==> config.mk <==
export PLATFORM = sky130hd
export DESIGN_NAME = delta_list_sleep_queue
export DESIGN_NICKNAME = d
export VERILOG_FILES = /design/src/dlsq_pkg.sv /design/src/delta_list_sleep_queue.sv
export SDC_FILE = /design/constraint.sdc
export NUM_CORES = 1
export LEC_CHECK = 0
export BUFFER_PORTS_ARGS = -buffer_cell sky130_fd_sc_hd__buf_2
export CAP_MARGIN = 5
export CORE_ASPECT_RATIO = 1.75
export CORE_MARGIN = 1
export CORE_UTILIZATION = 40
export DETAILED_ROUTE_END_ITERATION = 10
export GPL_TIMING_DRIVEN = 0
export HOLD_SLACK_MARGIN = 0.15
export PLACE_DENSITY = 0.53
export SYNTH_ARGS = -nofsm -noshare
export SYNTH_HDL_FRONTEND = slang
export SYNTH_SLANG_ARGS = --single-unit
==> constraint.sdc <==
create_clock -name clk -period 7.4 [get_ports clk]
set_input_delay 1.48 -clock clk [delete_from_list [all_inputs] [get_ports clk]]
set_output_delay 1.48 -clock clk [all_outputs]
set_load 0.005 [all_outputs]
==> src/dlsq_pkg.sv <==
// package for the delta list sleep queue
// holds sizes, result kinds and the sequencer state type; no dependencies
`timescale 1ns / 1ps

package dlsq_pkg;

  // queue geometry
  localparam int CAPACITY   = 16;
  localparam int TICK_WIDTH = 16;
  localparam int MAX_WAKE   = 16;
  localparam int THREAD_W   = 8;
  localparam int SLEEP_W    = 16;

  localparam int IDX_W  = (CAPACITY > 1) ? $clog2(CAPACITY) : 1;
  localparam int OCC_W  = $clog2(CAPACITY + 1);
  localparam int WAKE_W = (MAX_WAKE > 1) ? $clog2(MAX_WAKE) : 1;

  // compare width for clamping the requested sleep
  localparam int CMP_W = (TICK_WIDTH > SLEEP_W) ? TICK_WIDTH : SLEEP_W;
  localparam logic [CMP_W-1:0] TICK_MAX_EXT = {CMP_W{1'b1}} >> (CMP_W - TICK_WIDTH);

  // input actions
  localparam logic ACT_INSERT = 1'b0;
  localparam logic ACT_TICK   = 1'b1;

  // result kinds
  typedef enum logic [1:0] {
    KIND_INSERTED = 2'd0,
    KIND_FULL     = 2'd1,
    KIND_WOKEN    = 2'd2,
    KIND_NONE     = 2'd3
  } kind_t;

  // sequencer states
  typedef enum logic [3:0] {
    ST_IDLE,
    ST_SCAN_RD,
    ST_SCAN_CMP,
    ST_SHIFT_RD,
    ST_SHIFT_WR,
    ST_PLACE,
    ST_RESP,
    ST_TICK_RD,
    ST_TICK_DEC,
    ST_SHR_RD,
    ST_SHR_WR,
    ST_WAKE_EMIT
  } state_t;

endpackage

==> src/delta_list_sleep_queue.sv <==
// delta list sleep queue: slot store, one read port, one write port and a sequencer
// depends on dlsq_pkg
//
// channel  direction  ports                                   handshake
// in       input      in_action, in_thread_id, in_sleep_ticks in_valid / in_ready
// out      output     out_kind, out_woken_id, out_last        out_valid / out_ready
//
// one request at a time; the slot store has a single registered read port, so each
// slot visited takes a read state and then a compare or write state. an insert walks
// past the slots that expire no later, shifts the later slots up one and places the
// new thread; a rejected insert or a tick on an empty queue goes straight to the result.
// a tick decrements a nonzero head and, for each thread woken, moves every later slot
// down one. the sequencer returns to idle before the next request is taken. reset clears
// the state and control registers, occupancy included; slot contents stay undefined
// until written. results leave through an output register, so a stalled out_ready holds
// the sequencer only when a new result is due.
`timescale 1ns / 1ps

module delta_list_sleep_queue
  import dlsq_pkg::*;
(
  input  logic                  clk,
  input  logic                  rst_n,
  input  logic                  in_valid,
  output logic                  in_ready,
  input  logic                  in_action,
  input  logic [THREAD_W-1:0]   in_thread_id,
  input  logic [SLEEP_W-1:0]    in_sleep_ticks,
  output logic                  out_valid,
  input  logic                  out_ready,
  output logic [1:0]            out_kind,
  output logic [THREAD_W-1:0]   out_woken_id,
  output logic                  out_last
);

  // slot store
  logic [THREAD_W-1:0]   slot_thread [CAPACITY];
  logic [TICK_WIDTH-1:0] slot_delta  [CAPACITY];

  // control registers
  state_t            state_r, state_nxt;
  logic [OCC_W-1:0]  occ_r, occ_nxt;
  logic [OCC_W-1:0]  pos_r, pos_nxt;
  logic [OCC_W-1:0]  idx_r, idx_nxt;
  logic [WAKE_W-1:0] wake_cnt_r, wake_cnt_nxt;
  logic              out_valid_r, out_valid_nxt;

  // payload registers
  logic [TICK_WIDTH-1:0] wait_r, wait_nxt;
  logic [THREAD_W-1:0]   tid_r, tid_nxt;
  kind_t                 kind_r, kind_nxt;
  logic [THREAD_W-1:0]   wake_id_r, wake_id_nxt;
  logic [TICK_WIDTH-1:0] head_delta_r, head_delta_nxt;
  logic [THREAD_W-1:0]   head_thread_r, head_thread_nxt;
  kind_t                 out_kind_r, out_kind_nxt;
  logic [THREAD_W-1:0]   out_woken_id_r, out_woken_id_nxt;
  logic                  out_last_r, out_last_nxt;

  // store ports
  logic [IDX_W-1:0]      raddr;
  logic [THREAD_W-1:0]   rd_thread_r;
  logic [TICK_WIDTH-1:0] rd_delta_r;
  logic [IDX_W-1:0]      waddr;
  logic                  we_thread, we_delta;
  logic [THREAD_W-1:0]   wthread;
  logic [TICK_WIDTH-1:0] wdelta;

  // helpers
  logic                  in_acc;
  logic                  out_free;
  logic [OCC_W-1:0]      idx_m1;
  logic [OCC_W-1:0]      pos_p1;
  logic [CMP_W-1:0]      sleep_ext;
  logic [CMP_W-1:0]      sleep_sat;
  logic                  more_due;

  assign in_ready     = (state_r == ST_IDLE);
  assign in_acc       = in_valid && in_ready;
  assign out_free     = !out_valid_r || out_ready;
  assign idx_m1       = idx_r - OCC_W'(1);
  assign pos_p1       = pos_r + OCC_W'(1);
  assign out_valid    = out_valid_r;
  assign out_kind     = out_kind_r;
  assign out_woken_id = out_woken_id_r;
  assign out_last     = out_last_r;

  // clamp the requested sleep into 1 .. tick maximum
  always_comb begin
    sleep_ext = CMP_W'(in_sleep_ticks);
    sleep_sat = sleep_ext;
    if (sleep_ext == '0) begin
      sleep_sat = CMP_W'(1);
    end else if (sleep_ext > TICK_MAX_EXT) begin
      sleep_sat = TICK_MAX_EXT;
    end
  end

  // another thread due after the current wake, within the per-tick wake limit
  assign more_due = (occ_r != '0) && (head_delta_r == '0) &&
                    (wake_cnt_r < WAKE_W'(MAX_WAKE - 1));

  // slot store read and write
  always_ff @(posedge clk) begin
    rd_thread_r <= slot_thread[raddr];
    rd_delta_r  <= slot_delta[raddr];
    if (we_thread) begin
      slot_thread[waddr] <= wthread;
    end
    if (we_delta) begin
      slot_delta[waddr] <= wdelta;
    end
  end

  // state and control registers
  always_ff @(posedge clk) begin
    if (!rst_n) begin
      state_r     <= ST_IDLE;
      occ_r       <= '0;
      pos_r       <= '0;
      idx_r       <= '0;
      wake_cnt_r  <= '0;
      out_valid_r <= 1'b0;
    end else begin
      state_r     <= state_nxt;
      occ_r       <= occ_nxt;
      pos_r       <= pos_nxt;
      idx_r       <= idx_nxt;
      wake_cnt_r  <= wake_cnt_nxt;
      out_valid_r <= out_valid_nxt;
    end
  end

  // payload registers
  always_ff @(posedge clk) begin
    wait_r         <= wait_nxt;
    tid_r          <= tid_nxt;
    kind_r         <= kind_nxt;
    wake_id_r      <= wake_id_nxt;
    head_delta_r   <= head_delta_nxt;
    head_thread_r  <= head_thread_nxt;
    out_kind_r     <= out_kind_nxt;
    out_woken_id_r <= out_woken_id_nxt;
    out_last_r     <= out_last_nxt;
  end

  // sequencer
  always_comb begin
    state_nxt        = state_r;
    occ_nxt          = occ_r;
    pos_nxt          = pos_r;
    idx_nxt          = idx_r;
    wake_cnt_nxt     = wake_cnt_r;
    wait_nxt         = wait_r;
    tid_nxt          = tid_r;
    kind_nxt         = kind_r;
    wake_id_nxt      = wake_id_r;
    head_delta_nxt   = head_delta_r;
    head_thread_nxt  = head_thread_r;
    out_valid_nxt    = out_ready ? 1'b0 : out_valid_r;
    out_kind_nxt     = out_kind_r;
    out_woken_id_nxt = out_woken_id_r;
    out_last_nxt     = out_last_r;
    raddr            = '0;
    waddr            = '0;
    we_thread        = 1'b0;
    we_delta         = 1'b0;
    wthread          = tid_r;
    wdelta           = wait_r;

    case (state_r)
      // take a request
      ST_IDLE: begin
        if (in_acc) begin
          if (in_action == ACT_INSERT) begin
            tid_nxt  = in_thread_id;
            wait_nxt = sleep_sat[TICK_WIDTH-1:0];
            pos_nxt  = '0;
            if (occ_r == OCC_W'(CAPACITY)) begin
              kind_nxt  = KIND_FULL;
              state_nxt = ST_RESP;
            end else begin
              state_nxt = ST_SCAN_RD;
            end
          end else if (occ_r == '0) begin
            kind_nxt  = KIND_NONE;
            state_nxt = ST_RESP;
          end else begin
            state_nxt = ST_TICK_RD;
          end
        end
      end

      // insert: walk past slots that expire no later
      ST_SCAN_RD: begin
        raddr = pos_r[IDX_W-1:0];
        if (pos_r == occ_r) begin
          idx_nxt   = occ_r;
          state_nxt = ST_SHIFT_RD;
        end else begin
          state_nxt = ST_SCAN_CMP;
        end
      end

      ST_SCAN_CMP: begin
        if (rd_delta_r <= wait_r) begin
          wait_nxt  = wait_r - rd_delta_r;
          pos_nxt   = pos_p1;
          state_nxt = ST_SCAN_RD;
        end else begin
          idx_nxt   = occ_r;
          state_nxt = ST_SHIFT_RD;
        end
      end

      // insert: open a gap at the insert position, top slot first
      ST_SHIFT_RD: begin
        raddr = idx_m1[IDX_W-1:0];
        if (idx_r == pos_r) begin
          state_nxt = ST_PLACE;
        end else begin
          state_nxt = ST_SHIFT_WR;
        end
      end

      ST_SHIFT_WR: begin
        waddr     = idx_r[IDX_W-1:0];
        we_thread = 1'b1;
        we_delta  = 1'b1;
        wthread   = rd_thread_r;
        // the successor loses the new thread's residual wait
        wdelta    = (idx_r == pos_p1) ? (rd_delta_r - wait_r) : rd_delta_r;
        idx_nxt   = idx_m1;
        state_nxt = ST_SHIFT_RD;
      end

      ST_PLACE: begin
        waddr     = pos_r[IDX_W-1:0];
        we_thread = 1'b1;
        we_delta  = 1'b1;
        occ_nxt   = occ_r + OCC_W'(1);
        kind_nxt  = KIND_INSERTED;
        state_nxt = ST_RESP;
      end

      // single result, always the last
      ST_RESP: begin
        if (out_free) begin
          out_valid_nxt    = 1'b1;
          out_kind_nxt     = kind_r;
          out_woken_id_nxt = '0;
          out_last_nxt     = 1'b1;
          state_nxt        = ST_IDLE;
        end
      end

      // tick: fetch the head
      ST_TICK_RD: begin
        raddr     = '0;
        state_nxt = ST_TICK_DEC;
      end

      ST_TICK_DEC: begin
        waddr       = '0;
        wake_id_nxt = rd_thread_r;
        wake_cnt_nxt = '0;
        idx_nxt     = OCC_W'(1);
        if (rd_delta_r == '0) begin
          state_nxt = ST_SHR_RD;
        end else begin
          we_delta = 1'b1;
          wdelta   = rd_delta_r - TICK_WIDTH'(1);
          if (rd_delta_r == TICK_WIDTH'(1)) begin
            state_nxt = ST_SHR_RD;
          end else begin
            kind_nxt  = KIND_NONE;
            state_nxt = ST_RESP;
          end
        end
      end

      // tick: drop the head, moving every slot down one
      ST_SHR_RD: begin
        raddr = idx_r[IDX_W-1:0];
        if (idx_r == occ_r) begin
          occ_nxt   = occ_r - OCC_W'(1);
          state_nxt = ST_WAKE_EMIT;
        end else begin
          state_nxt = ST_SHR_WR;
        end
      end

      ST_SHR_WR: begin
        waddr     = idx_m1[IDX_W-1:0];
        we_thread = 1'b1;
        we_delta  = 1'b1;
        wthread   = rd_thread_r;
        wdelta    = rd_delta_r;
        // the first slot moved is the new head
        if (idx_r == OCC_W'(1)) begin
          head_delta_nxt  = rd_delta_r;
          head_thread_nxt = rd_thread_r;
        end
        idx_nxt   = idx_r + OCC_W'(1);
        state_nxt = ST_SHR_RD;
      end

      // tick: report the woken thread once the next head is known
      ST_WAKE_EMIT: begin
        if (out_free) begin
          out_valid_nxt    = 1'b1;
          out_kind_nxt     = KIND_WOKEN;
          out_woken_id_nxt = wake_id_r;
          out_last_nxt     = !more_due;
          if (more_due) begin
            wake_id_nxt  = head_thread_r;
            wake_cnt_nxt = wake_cnt_r + WAKE_W'(1);
            idx_nxt      = OCC_W'(1);
            state_nxt    = ST_SHR_RD;
          end else begin
            state_nxt = ST_IDLE;
          end
        end
      end

      default: begin
        state_nxt = ST_IDLE;
      end
    endcase
  end

`ifndef NO_ASSERTIONS
  // occupancy never exceeds the slot count
  a_occ_bound: assert property (@(posedge clk) disable iff (!rst_n)
    occ_r <= OCC_W'(CAPACITY))
    else $error("occupancy above capacity");

  // placing a thread grows the queue by one
  a_place_grows: assert property (@(posedge clk) disable iff (!rst_n)
    (state_r == ST_PLACE) |=> (occ_r == $past(occ_r) + OCC_W'(1)))
    else $error("insert did not grow occupancy");

  // the scan only compares occupied slots
  a_scan_in_range: assert property (@(posedge clk) disable iff (!rst_n)
    (state_r == ST_SCAN_CMP) |-> (pos_r < occ_r))
    else $error("scan beyond occupancy");

  // the gap shift never moves a slot below the insert position
  a_shift_above_pos: assert property (@(posedge clk) disable iff (!rst_n)
    (state_r == ST_SHIFT_WR) |-> (idx_r > pos_r))
    else $error("shift below insert position");

  // an insert into a full queue is rejected
  a_full_reject: assert property (@(posedge clk) disable iff (!rst_n)
    (in_acc && (in_action == ACT_INSERT) && (occ_r == OCC_W'(CAPACITY)))
      |=> ((state_r == ST_RESP) && (kind_r == KIND_FULL)))
    else $error("full queue did not reject insert");
`endif

endmodule

# Word level (Yosys, flattened, before mapping)
# Memory sizes are Yosys's and may differ from the RTL's. A register that Yosys moved wholly into a read port is not among the register bits.
# Index checks and enable logic that the tools add are counted.
# W data, S select, Z words.
# word_totals
mem_count	2
register_bits	93
in_bits	29
mem_bits_rw	384
elab_cells	160
# memory_table
memory	words	word_bits	read_ports	rd_ports_with_merged_regs	write_ports	line	rtl
slot_delta	16	16	1	1	1	delta_list_sleep_queue.sv:38	logic [TICK_WIDTH-1:0] slot_delta [CAPACITY];
slot_thread	16	8	1	1	1	delta_list_sleep_queue.sv:37	logic [THREAD_W-1:0] slot_thread [CAPACITY];
# classes
magnitude_cmp	3
n_eq_ne	31
muxes	69
n_addsub	9
bitwise_logic	1
n_reduce_logical	30
# ops
operator	n
$mux W16	7
$logic_not A16 Y1	3
$pmux W16 S3	1
$pmux W4 S12	1
$mux W5	8
$mux W8	5
$mux W4	9
$pmux W16 S2	1
$pmux W8 S2	2
$sub A16 B16 Y16	2
$pmux W5 S6	1
$pmux W4 S3	2
$eq A5 B5 Y1	4
$ne A2 B2 Y1 const B	10
$pmux W5 S2	2
$mux W2	9
$eq A16 B1 Y1 const B	1
$eq A4 B3 Y1 const B	4
$eq A4 B4 Y1 const B	4
$gt A16 B16 Y1 const B	1
$le A16 B16 Y1	1
$sub A16 B1 Y16 const B	1
$add A5 B1 Y5 const B	3
$mux W1	15
other kinds (32)	46

# Depth between registers and ports, before layout
# Gate-level depths: netlist of run 1.
# depth
word_depth	6
ltp_mapped	12
ltp_nobuf	11

# Worst setup path before layout of run 1
# No wires, ideal clock.
# synth_timing
path_kind	register to register
from	register rd_delta_r[0], read port of slot_delta
to	register wait_r[0] (enable)
path_stages_with_launch	10
arrival_time_ns	3.064
period_less_slack_ns	3.473
path_slack_ns	3.927
cell_sequence	dfxtp_1 -> inv_1 -> ha_1 -> inv_1 -> fa_1 -> a211oi_1 -> o21ai_0 -> o31ai_1 -> o21ai_0 -> a31oi_1
# synth_via
elab_chain_cells	3
# synth_rtl
element	line	rtl
start: declaration	delta_list_sleep_queue.sv:62	logic [TICK_WIDTH-1:0] rd_delta_r;
$le A16 B16 Y1	delta_list_sleep_queue.sv:205	if (rd_delta_r <= wait_r) begin
$ne A2 B2 Y1 (no source line)	n/a	
$reduce_and A4 Y1 (no source line)	n/a	
end signal: assignment	delta_list_sleep_queue.sv:135	wait_r <= wait_nxt;
end: declaration	delta_list_sleep_queue.sv:49	logic [TICK_WIDTH-1:0] wait_r, wait_nxt;
# Every way passes these cells.
# A chain may end at the register's enable or synchronous reset.

# Worst setup path after layout of run 1
# layout_timing
from	register idx_r[1]
to	register rd_delta_r[15], read port of slot_delta
# layout_via
elab_chain_cells	2
# layout_rtl
element	line	rtl
start: declaration	delta_list_sleep_queue.sv:44	logic [OCC_W-1:0] idx_r, idx_nxt;
start signal: assignment	delta_list_sleep_queue.sv:127	idx_r <= idx_nxt;
$sub A5 B1 Y5	delta_list_sleep_queue.sv:80	assign idx_m1 = idx_r - OCC_W'(1);
$pmux W4 S3 (*)	delta_list_sleep_queue.sv:170	case (state_r)
# Mark *: on every way between the ends. The rest lies on a longest branch, timed or not.

==> results.yml, run 1 <==
layout:
  synthToLayoutAreaGrowth_pct: 13.30
  diodes: 0
  design_area_um2: 25750
  drive_gt1_frac: 0.1509
  finalNetCount: 1779
  fillers: 5024
critical_path:
  cp_slowest_stage_delay_ps: 720
  worstRegToRegCells: 11
  crit_chain: "buf_1 > inv_1 > ha_1 > xor2_1 > and3_1 > o21ai_1 > clkbuf_1 > buf_2 > mux2i_1 > mux2i_1 > mux2i_1"
  crit_required_ps: 7860
  worst_path_max_delay_cell: "o21ai_1"
  crit_type: "flop to flop"
  critPathMaxFanout: 10
  cp-startpoint: "idx_r[1]"
  critPathCaptureType: "flop"
  r2r_start: "idx_r[1]"
  critPathArrivalTime_ps: 4960
  cp-start-kind: "flop"
  cp_common_cell: "mux2i_1"
logic_synthesis:
  synth_area_leaders: "edfxtp_1 60%, mux2i_1 9.8%, mux4_2 4.8%"
  syn_area_per_cell_um2: 14.30
  ys_seq_elements: 501
  async_reset_ff_frac: 0
  synth_cell_types: 70
  syn_nets: 1662
  synth_top_area_cell: "edfxtp_1"
  syn_area_um2: 22720
  synth_edf_count: 453
  ys_seq_area_frac: 0.6409
  synthFlopType: "edfxtp_1"
  ys_warn_count: 0
  synthCells: 1589
  post-synth-top-area-fraction: 0.5986
clocking:
  clock_latency_ps: 610
  ctsHoldBuffers: 0
  cts.htree.levels: 2
  cts_buffer_depth: 3
  cts.sinks: 501
  cts_tree: "built"
  cts_resized: 0
  cts_setup_buffers: 0
  clk_pin_slew_ps: 70
  cts_inserted_buffers: 46
  root_buffer: "clkbuf_16"
power:
  leakage_nw: 9.761
  ir_drop_mv: 0.1794
  p_comb_frac: 0.327
  p_int_mw: 5.997
  seqPwrFrac: 0.419
  powerDensity_nw_per_um2: 360.3
  clkPwrFrac: 0.255
  net-switching-power_mw: 3.278
  swShare: 0.3534
drt:
  vias: 13630
  drt_iter0_drc: 927
  drt_pass1_iterations: 6
  wl_per_cell_um: 24.62
  drc: 0
  ant_nets: 0
  wl_um: 60190
  via_per_inst: 5.576
timing:
  worst_pin_slew_ps: 1163
  hold_ws_ps: 464.1
  fmax_mhz: 222.0
  finalSetupTns_ps: 0
  hold_viol_final: 0
  fin_crit_ps: 4505
  clock_skew_ps: 36.01
  setup_viol: 0
  fin_crit_sh: 0.6088
  grt_setup_unrepaired: "no"
  drv_slew: 0
  slew_headroom: 0.2250
outcome:
  status: "completed"
global_route:
  antenna_found_initial: 0
  grt_pass1_vias: 14120
  grt_max_degree: 25
  grt-ovfl-total: 0
  grt_pass1_wl_um: 89380
  grt_usage: 0.2120
die:
  initial_core_util: 0.4049
  num_rows: 115
  coreArea_um2: 56120
  dieArea_um2: 57800
  die_w_um: 182.2
  die_h_um: 317.3
  io_pins: 42
job:
  cap_violations: 0
min_path:
  worstHoldStart: "rd_thread_r[0]"
  whs_path_depth: 0
  worst_hold_path_type: "flop to flop"
place:
  gp_congestion: 0.8876
  dp_hpwl_um: 44000
  placed_area_um2: 24250
  port_buffers: 40
==> sequential cells by signal, summed over array words and instances (netlist names) <==
| register | count |
|---|---|
| head_delta_r | 16 |
| head_thread_r | 8 |
| idx_r | 5 |
| kind_r | 2 |
| occ_r | 5 |
| out_kind | 2 |
| out_last | 1 |
| out_valid | 1 |
| out_woken_id | 8 |
| pos_r | 5 |
| rd_delta_r | 16 |
| rd_thread_r | 8 |
| slot_delta | 256 |
| slot_thread | 128 |
| state_r | 4 |
| tid_r | 8 |
| wait_r | 16 |
| wake_cnt_r | 4 |
| wake_id_r | 8 |
==> power groups by stage <==
stage               clock network, mW  registers [mW]  logic [mW]
finish                           2.36            3.88        3.03
global route                     2.51            3.90        3.31
CTS                              2.42            3.89        3.04
detailed placement                  0            3.95        3.03
global placement                    0            3.97        2.92
floorplan                           0            3.83        2.02
==> routing by layer <==
metal | up-vias | track usage | wire length [um]
met1 | 6873 | 0.2296 | 22090
li1 | 6307 | - | -
met5 | - | 0 | 0
met2 | 345 | 0.4158 | 34010
met4 | 0 | 0.08442 | 2131
met3 | 109 | 0.02290 | 1959
==> final timing paths <==
path | end | slack, ps
max | rd_delta_r[15] | 2900
min | head_thread_r[0] | 460
max reg2reg | rd_delta_r[15] | 2900
min reg2reg | head_thread_r[0] | 460
==> area by class of cell <==
class,instances,area (um^2),area share
repair buffers,69,600.6,0.02333
clock inverters,26,256.5,0.009963
clock buffers,59,1220,0.04738
inverters,51,191.4,0.007436
well taps,702,878.3,0.03412
plain buffers,94,412.9,0.01604
multi-input cells,943,7622,0.2961
flip-flops and latches,501,14560,0.5657
==> per-stage QoR <==
step | power [mW] | setup slack (ps) | util | cells
2_1_floorplan | 5.853 | 3927 | - | 1589
3_3_place_gp | 6.887 | 2505 | 0.4241 | 2331
3_5_place_dp | 6.980 | 2802 | 0.4321 | 2357
4_1_cts | 9.355 | 2771 | 0.4584 | 2442
5_1_grt | 9.723 | 2734 | 0.4588 | 2445
6_report | 9.275 | 2895 | 0.4588 | 2445
==> Yosys cell counts, types with 8 or more instances <==
cell type / instances
and3_1: 10
a32oi_1: 9
nor2_1: 91
nand2_1: 99
a21oi_1: 60
and2_1: 16
nor2b_1: 14
xor2_1: 22
ha_1: 41
mux2_2: 8
xnor2_1: 26
a31oi_1: 15
clkbuf_1: 47
edfxtp_1: 453
mux2i_1: 222
mux4_2: 48
nand2b_1: 12
o21a_1: 8
nor4_1: 14
o211ai_1: 9
a21o_1: 14
o31ai_1: 10
nor3_1: 17
dfxtp_1: 48
inv_1: 51
o21ai_0: 62
buf_2: 39
nand3_1: 24
==> cells in the final DEF (no fill, tap or decap), drive strengths merged, types with 5 or more instances in the layout <==
cell type / count
o22ai: 7
edfxtp: 453
a31oi: 15
a211oi: 5
clkinv: 17
a221oi: 6
mux2: 8
o21a: 8
inv: 55
ha: 41
buf: 116
clkbuf: 106
nor3: 17
o21ai: 64
nor4: 14
xnor2: 26
a21oi: 60
a21o: 14
a311oi: 5
a32oi: 9
xor2: 22
o31ai: 10
nor2b: 14
or2: 5
and3: 10
nor2: 91
o211ai: 9
mux2i: 222
nand2: 99
dfxtp: 48
o2111ai: 5
nand3: 24
nand2b: 12
nand4: 6
mux4: 48
and2: 17
==> cells by family (layout without fill, tap and decap cells) <==
logic type                 count (synthesis)  after routing  synth area share
adders and majority gates                 44             44           0.02522
xor gates and xnor gates                  48             48           0.01850
and+or+nand+nor                          329            329           0.06938
AOI/OAI and AO/OA                        244            244           0.07004
muxes                                    278            278            0.1493
DFF                                      501            501            0.6409
buffers and inverters                    145            299           0.02660
==> worst max-delay path, delay by kind of cell (launching register included) <==
| kind | cells | cell delay [ps] |
|---|---|---|
| xor+xnor | 1 | 190 |
| simple gates | 1 | 200 |
| fa+ha+maj | 1 | 290 |
| flops | 1 | 430 |
| compound gates | 1 | 720 |
| buf+inv | 4 | 1780 |
| mux | 3 | 750 |
Power figures use the tool's default switching activity.
==> run 2, diff against run 1 <==
- ABC_AREA: not set -> 1
- clock period: 7.4 -> 4.4 ns (I/O delays scaled with it)
==> run 2 against run 1 <==
Net effect:
- setup slack lost 2400 ps
- maximum frequency grew 16%
- synthesized cell count grew 70%
- register-to-register slack lost 2400 ps
- sequential power grew 69%
- critical path depth is the same
- clock power grew 77%
- non-clock buffer count grew 35
- critical endpoint is now slot_delta[0][4]
- largest cell class unchanged
==> results.yml, run 2 <==
outcome:
  status: "completed"
clocking:
  cts.sinks: 501
  cts_resized: 0
  root_buffer: "clkbuf_16"
  ctsHoldBuffers: 0
  cts_tree: "built"
  clock_latency_ps: 590
  cts.htree.levels: 2
  cts_buffer_depth: 3
  cts_inserted_buffers: 48
  cts_setup_buffers: 0
  clk_pin_slew_ps: 60
power:
  p_comb_frac: 0.351
  leakage_nw: 11.75
  clkPwrFrac: 0.253
  seqPwrFrac: 0.396
  net-switching-power_mw: 6.518
  ir_drop_mv: 0.3879
  powerDensity_nw_per_um2: 591.3
  swShare: 0.3946
  p_int_mw: 9.999
logic_synthesis:
  synth_top_area_cell: "edfxtp_1"
  synthFlopType: "edfxtp_1"
  ys_seq_elements: 501
  synth_top_cells_by_count: "598 x nand2_1, 453 x edfxtp_1, 428 x inv_1"
  synth_edf_count: 453
  async_reset_ff_frac: 0
  synth_cell_types: 41
  syn_area_per_cell_um2: 9.223
  synth_area_leaders: "edfxtp_1 54%, nand2_1 9.0%, nand3_1 7.9%"
  synth.most_common_cell: "nand2_1"
  syn_area_um2: 24970
  synthCells: 2707
  syn_nets: 2780
  post-synth-top-area-fraction: 0.5449
  ys_seq_area_frac: 0.5833
  ys_warn_count: 0
global_route:
  grt-ovfl-total: 0
  grt_pass1_wl_um: 127800
  grt_max_degree: 18
  antenna_found_initial: 0
  grt_pass1_vias: 20050
  grt_usage: 0.2791
layout:
  synthToLayoutAreaGrowth_pct: 11.89
  final_cell_mix: "598 x nand2_1, 453 x edfxtp_1, 428 x inv_1"
  drive_gt1_frac: 0.09037
  finalNetCount: 2884
  fillers: 5988
  top_register: "slot_delta"
  final_common_cell: "nand2_1"
  multi_input_area_um2: 8100
  regArea_um2: 14560
  diodes: 0
  reg_top3: "slot_delta: 256 flops, slot_thread: 128 flops"
  fin_cells: 3637
  fin_util: 0.4549
  largest_register_ff_count: 256
critical_path:
  critPathCaptureType: "flop"
  critPathMaxFanout: 16
  rr_endpoint: "slot_delta[0][4]"
  r2r_slack_ps: 530
  r2r_start: "rd_delta_r[0]"
  cp-start-kind: "flop"
  critPathCapture: "slot_delta[0][4]"
  cp-startpoint: "rd_delta_r[0]"
  critPathArrivalTime_ps: 3920
  crit_required_ps: 4450
  worstRegToRegCells: 11
  crit_type: "flop to flop"
die:
  num_rows: 120
  dieArea_um2: 63460
  die_w_um: 190.9
  io_pins: 42
  initial_core_util: 0.4066
  die_h_um: 332.5
  coreArea_um2: 61410
timing:
  drv_slew: 0
  fin_crit_sh: 0.8804
  grt_setup_unrepaired: "no"
  worst_pin_slew_ps: 1095
  finalSetupTns_ps: 0
  hold_viol_final: 0
  fmax_mhz: 258.1
  setup_viol: 0
  clock_skew_ps: 23.22
  fin_crit_ps: 3874
  slew_headroom: 0.2681
drt:
  wl_um: 88150
  wl_per_cell_um: 24.24
  drt_pass1_iterations: 6
  via_per_inst: 5.424
  drt_iter0_drc: 1716
  drc: 0
  vias: 19730
  ant_nets: 0
place:
  dp_hpwl_um: 67620
  place_inst: 3554
  port_buffers: 41
  gp_congestion: 0.9708
job:
  cap_violations: 0
min_path:
  worst_hold_path_type: "flop to flop"
-- run 2: how the worst min path moves through the flow --
stage,cells past startpoint,endpoint,slack [ps],from
final,0,head_thread_r[3],470,rd_thread_r[3]
after global placement,0,head_thread_r[7],460,rd_thread_r[7]
after floorplan,0,head_thread_r[0],430,rd_thread_r[0]
after detailed placement,0,head_thread_r[7],470,rd_thread_r[7]
after global routing,1,tid_r[6],460,in_thread_id[6]
after CTS,1,tid_r[6],450,in_thread_id[6]
-- run 2: final cells by class --
cell class                      instances  area share
Inverter                              438     0.05886
Clock buffer                           59     0.04524
Tap cell                              793     0.03552
Buffer                                144     0.02513
Timing Repair Buffer                   54     0.01478
Multi-Input combinational cell       1624      0.2900
Sequential cell                       501      0.5214
Clock inverter                         24    0.009137
-- run 2: metrics by stage --
step / hold slack (ps) / setup WS (ps) / instance area [um^2] / power, mW
4_1_cts: 453.4 / 543.6 / 27930 / 16.52
3_3_place_gp: 455.5 / 184.2 / 26160 / 12.29
3_5_place_dp: 470.8 / 571.0 / 26420 / 12.36
6_report: 471.1 / 526.1 / 27930 / 16.52
5_1_grt: 464.3 / 315.2 / 27930 / 17.29
2_1_floorplan: 430.8 / 1715 / 24970 / 10.03
-- run 2: power by group through the flow --
stage               Combinational, mW  Sequential (mW)  Clock [mW]
finish                           5.80             6.54        4.18
global route                     6.33             6.57        4.39
CTS                              5.76             6.53        4.23
detailed placement               5.72             6.63           0
global placement                 5.66             6.63           0
floorplan                        3.59             6.44           0
-- run 2: kinds of logic (layout without fill, tap and decap cells) --
family | Yosys count | after routing | synth area share
XOR/XNOR | 36 | 36 | 0.01263
AND/OR/NAND/NOR | 1369 | 1369 | 0.2484
buffers and inverters | 582 | 719 | 0.09397
adder cells (fa/ha/maj) | 44 | 44 | 0.02295
flip-flops | 501 | 501 | 0.5833
AO/OA/AOI/OAI | 175 | 175 | 0.03869
-- run 2: worst max-delay path, cell delays in order, from the launching register on --
cell and delay (ps):
dfxtp_1 420, inv_1 240, ha_1 340, nand2_1 200, nor2_1 240, nand2_1 120, nand2_1 520, inv_2 240
nand2_1 110, nand2_1 50, a21oi_1 190, nand3_1 660
-- run 2: metal layers --
metal / routed length [um] / global-route usage / vias to the layer above
met2: 47420 / 0.5231 / 739
met1: 29710 / 0.2803 / 9411
li1: - / - / 9321
met4: 7055 / 0.2020 / 0
met5: 0 / 0 / -
met3: 3962 / 0.02828 / 257
==> run 3, diff against run 2 <==
- BUFFER_PORTS_ARGS: -buffer_cell sky130_fd_sc_hd__buf_2 -> -buffer_cell sky130_fd_sc_hd__buf_4
- PLACE_DENSITY: 0.53 -> not set
==> run 3 against run 2 <==
Net effect:
- maximum frequency shrank 1.9%
- sequential power is essentially flat
- critical endpoint is now slot_delta[8][4]
- cell count is essentially flat
- via count grew 3.1%
- first-iteration DRC count grew 2.1%
- count of clock-buffer cells in the layout is the same
- total power grew 2.8%
- core utilization grew 0.46 points
- critical path type unchanged
- die area is the same
- highest routed layer unchanged
==> results.yml, run 3 (same netlist as run 2, synthesis figures left out) <==
critical_path:
  crit_required_ps: 4410
  cp_common_cell: "nand2_1"
  crit_chain: "inv_1 > ha_1 > nand2_1 > nor2_1 > nand2_1 > nand2_1 > inv_2 > nand2_1 > nand2_1 > a21oi_1 > nand3_1"
  critPathMaxFanout: 16
  critPathCaptureType: "flop"
  critPathArrivalTime_ps: 3960
  cp_slowest_stage_delay_ps: 820
  cp-start-kind: "flop"
  crit_type: "flop to flop"
  worst_path_max_delay_cell: "nand3_1"
drt:
  drt_pass1_iterations: 8
  wl_per_cell_um: 24.65
  top_layer: "met4"
  drc: 0
  met1_length_um: 29490
  drt_iter0_drc: 1752
  vias: 20350
  via_per_inst: 5.590
  wl_met3_um: 5067
  ant_nets: 0
  wl_met2_um: 47060
  wl_um: 89720
die:
  dieArea_um2: 63460
  initial_core_util: 0.4066
  io_pins: 42
  die_w_um: 190.9
  num_rows: 120
  coreArea_um2: 61410
  die_h_um: 332.5
layout:
  largest_register_ff_count: 256
  reg_top3: "slot_delta: 256 flops, slot_thread: 128 flops"
  final_common_cell: "nand2_1"
  drive_gt1_frac: 0.09273
  top_register: "slot_delta"
  fin_cells: 3640
  fillers: 5891
  finalNetCount: 2884
  final_cell_mix: "598 x nand2_1, 453 x edfxtp_1, 428 x inv_1"
  synthToLayoutAreaGrowth_pct: 13.01
  fin_util: 0.4595
  design_area_um2: 28210
  diodes: 0
global_route:
  antenna_found_initial: 0
  grt_max_degree: 18
  grt-ovfl-total: 0
  grt_usage: 0.2841
  grt_pass1_wl_um: 129500
  grt_pass1_vias: 20040
clocking:
  root_buffer: "clkbuf_16"
  cts.htree.levels: 2
  clock_latency_ps: 590
  cts_resized: 0
  cts_setup_buffers: 0
  cts.sinks: 501
  clk_pin_slew_ps: 60
  cts_buffer_depth: 3
  cts_tree: "built"
  cts_inserted_buffers: 47
  ctsHoldBuffers: 0
timing:
  grt_setup_unrepaired: "no"
  fmax_mhz: 253.3
  hold_viol_final: 0
  clock_skew_ps: 20.42
  setup_viol: 0
  slew_headroom: 0.1783
  finalSetupTns_ps: 0
  drv_slew: 0
  fin_crit_ps: 3948
  worst_pin_slew_ps: 1229
  fin_crit_sh: 0.8974
outcome:
  status: "completed"
place:
  placed_area_um2: 26530
  port_buffers: 41
  place_inst: 3555
  gp_congestion: 1.002
  dp_hpwl_um: 67990
job:
  cap_violations: 0
power:
  powerDensity_nw_per_um2: 601.6
  ir_drop_mv: 0.3435
  leakage_nw: 11.87
min_path:
  worst_hold_path_type: "input pin to flop"
==> run 3: changes by cell type in the layout (fill, tap and decap cells not counted), sizes merged <==
cell,before,now
inv,438,440
bufinv,5,8
buf,160,161
clkinv,16,11
clkinvlp,3,5
==> run 3: metal layers <==
layer	vias to the layer above	global-route usage
met5	-	0
met4	0	0.2284
met2	950	0.5210
li1	9332	-
met1	9741	0.2853
met3	323	0.03071
==> run 3: power by group <==
group	leakage [nW]	internal (mW)	total, mW	switching, mW
Clock	0.811	2.63	4.48	1.86
Sequential	4.48	6.18	6.55	0.367
Combinational	6.57	1.50	5.94	4.44
Total	11.9	10.3	17.0	6.66
==> run 3: worst paths after layout <==
kind / depth (start not counted) / start / slack, ps / to
worst min-delay path: 1 / in_thread_id[3] / 460 / tid_r[3]
worst max-delay path: 11 / rd_delta_r[1] / 450 / slot_delta[8][4]
worst max register to register: 11 / rd_delta_r[1] / 450 / slot_delta[8][4]
worst min register to register: 0 / rd_thread_r[7] / 490 / head_thread_r[7]
==> run 3: critical path: cells and delay by family (launching register included) <==
family	cells	cell delay [ps]
AND/OR/NAND/NOR	7	1900
adder cells (fa/ha/maj)	1	320
flip-flops	1	410
AO/OA/AOI/OAI	1	290
buffers and inverters	2	410
==> run 3: through the flow <==
step                      power [mW]  worst slack [ps]  hold slack, ps
after detailed placement       12.46             520.0           473.2
after global routing           17.70             404.3           445.2
after floorplan                10.03              1715           430.8
final                          16.97             451.5           462.7
after CTS                      16.91             501.4           444.6
after global placement         12.39             290.5           458.1
==> run 3: area by class of cell <==
cell class | instances | area [um^2] | area share
inverters | 438 | 1644 | 0.05827
clock buffers | 59 | 1336 | 0.04736
well taps | 793 | 992.2 | 0.03517
multi-input cells | 1624 | 8100 | 0.2871
plain buffers | 144 | 701.9 | 0.02488
repair buffers | 55 | 530.5 | 0.01880
flip-flops and latches | 501 | 14560 | 0.5162
clock inverters | 26 | 345.3 | 0.01224
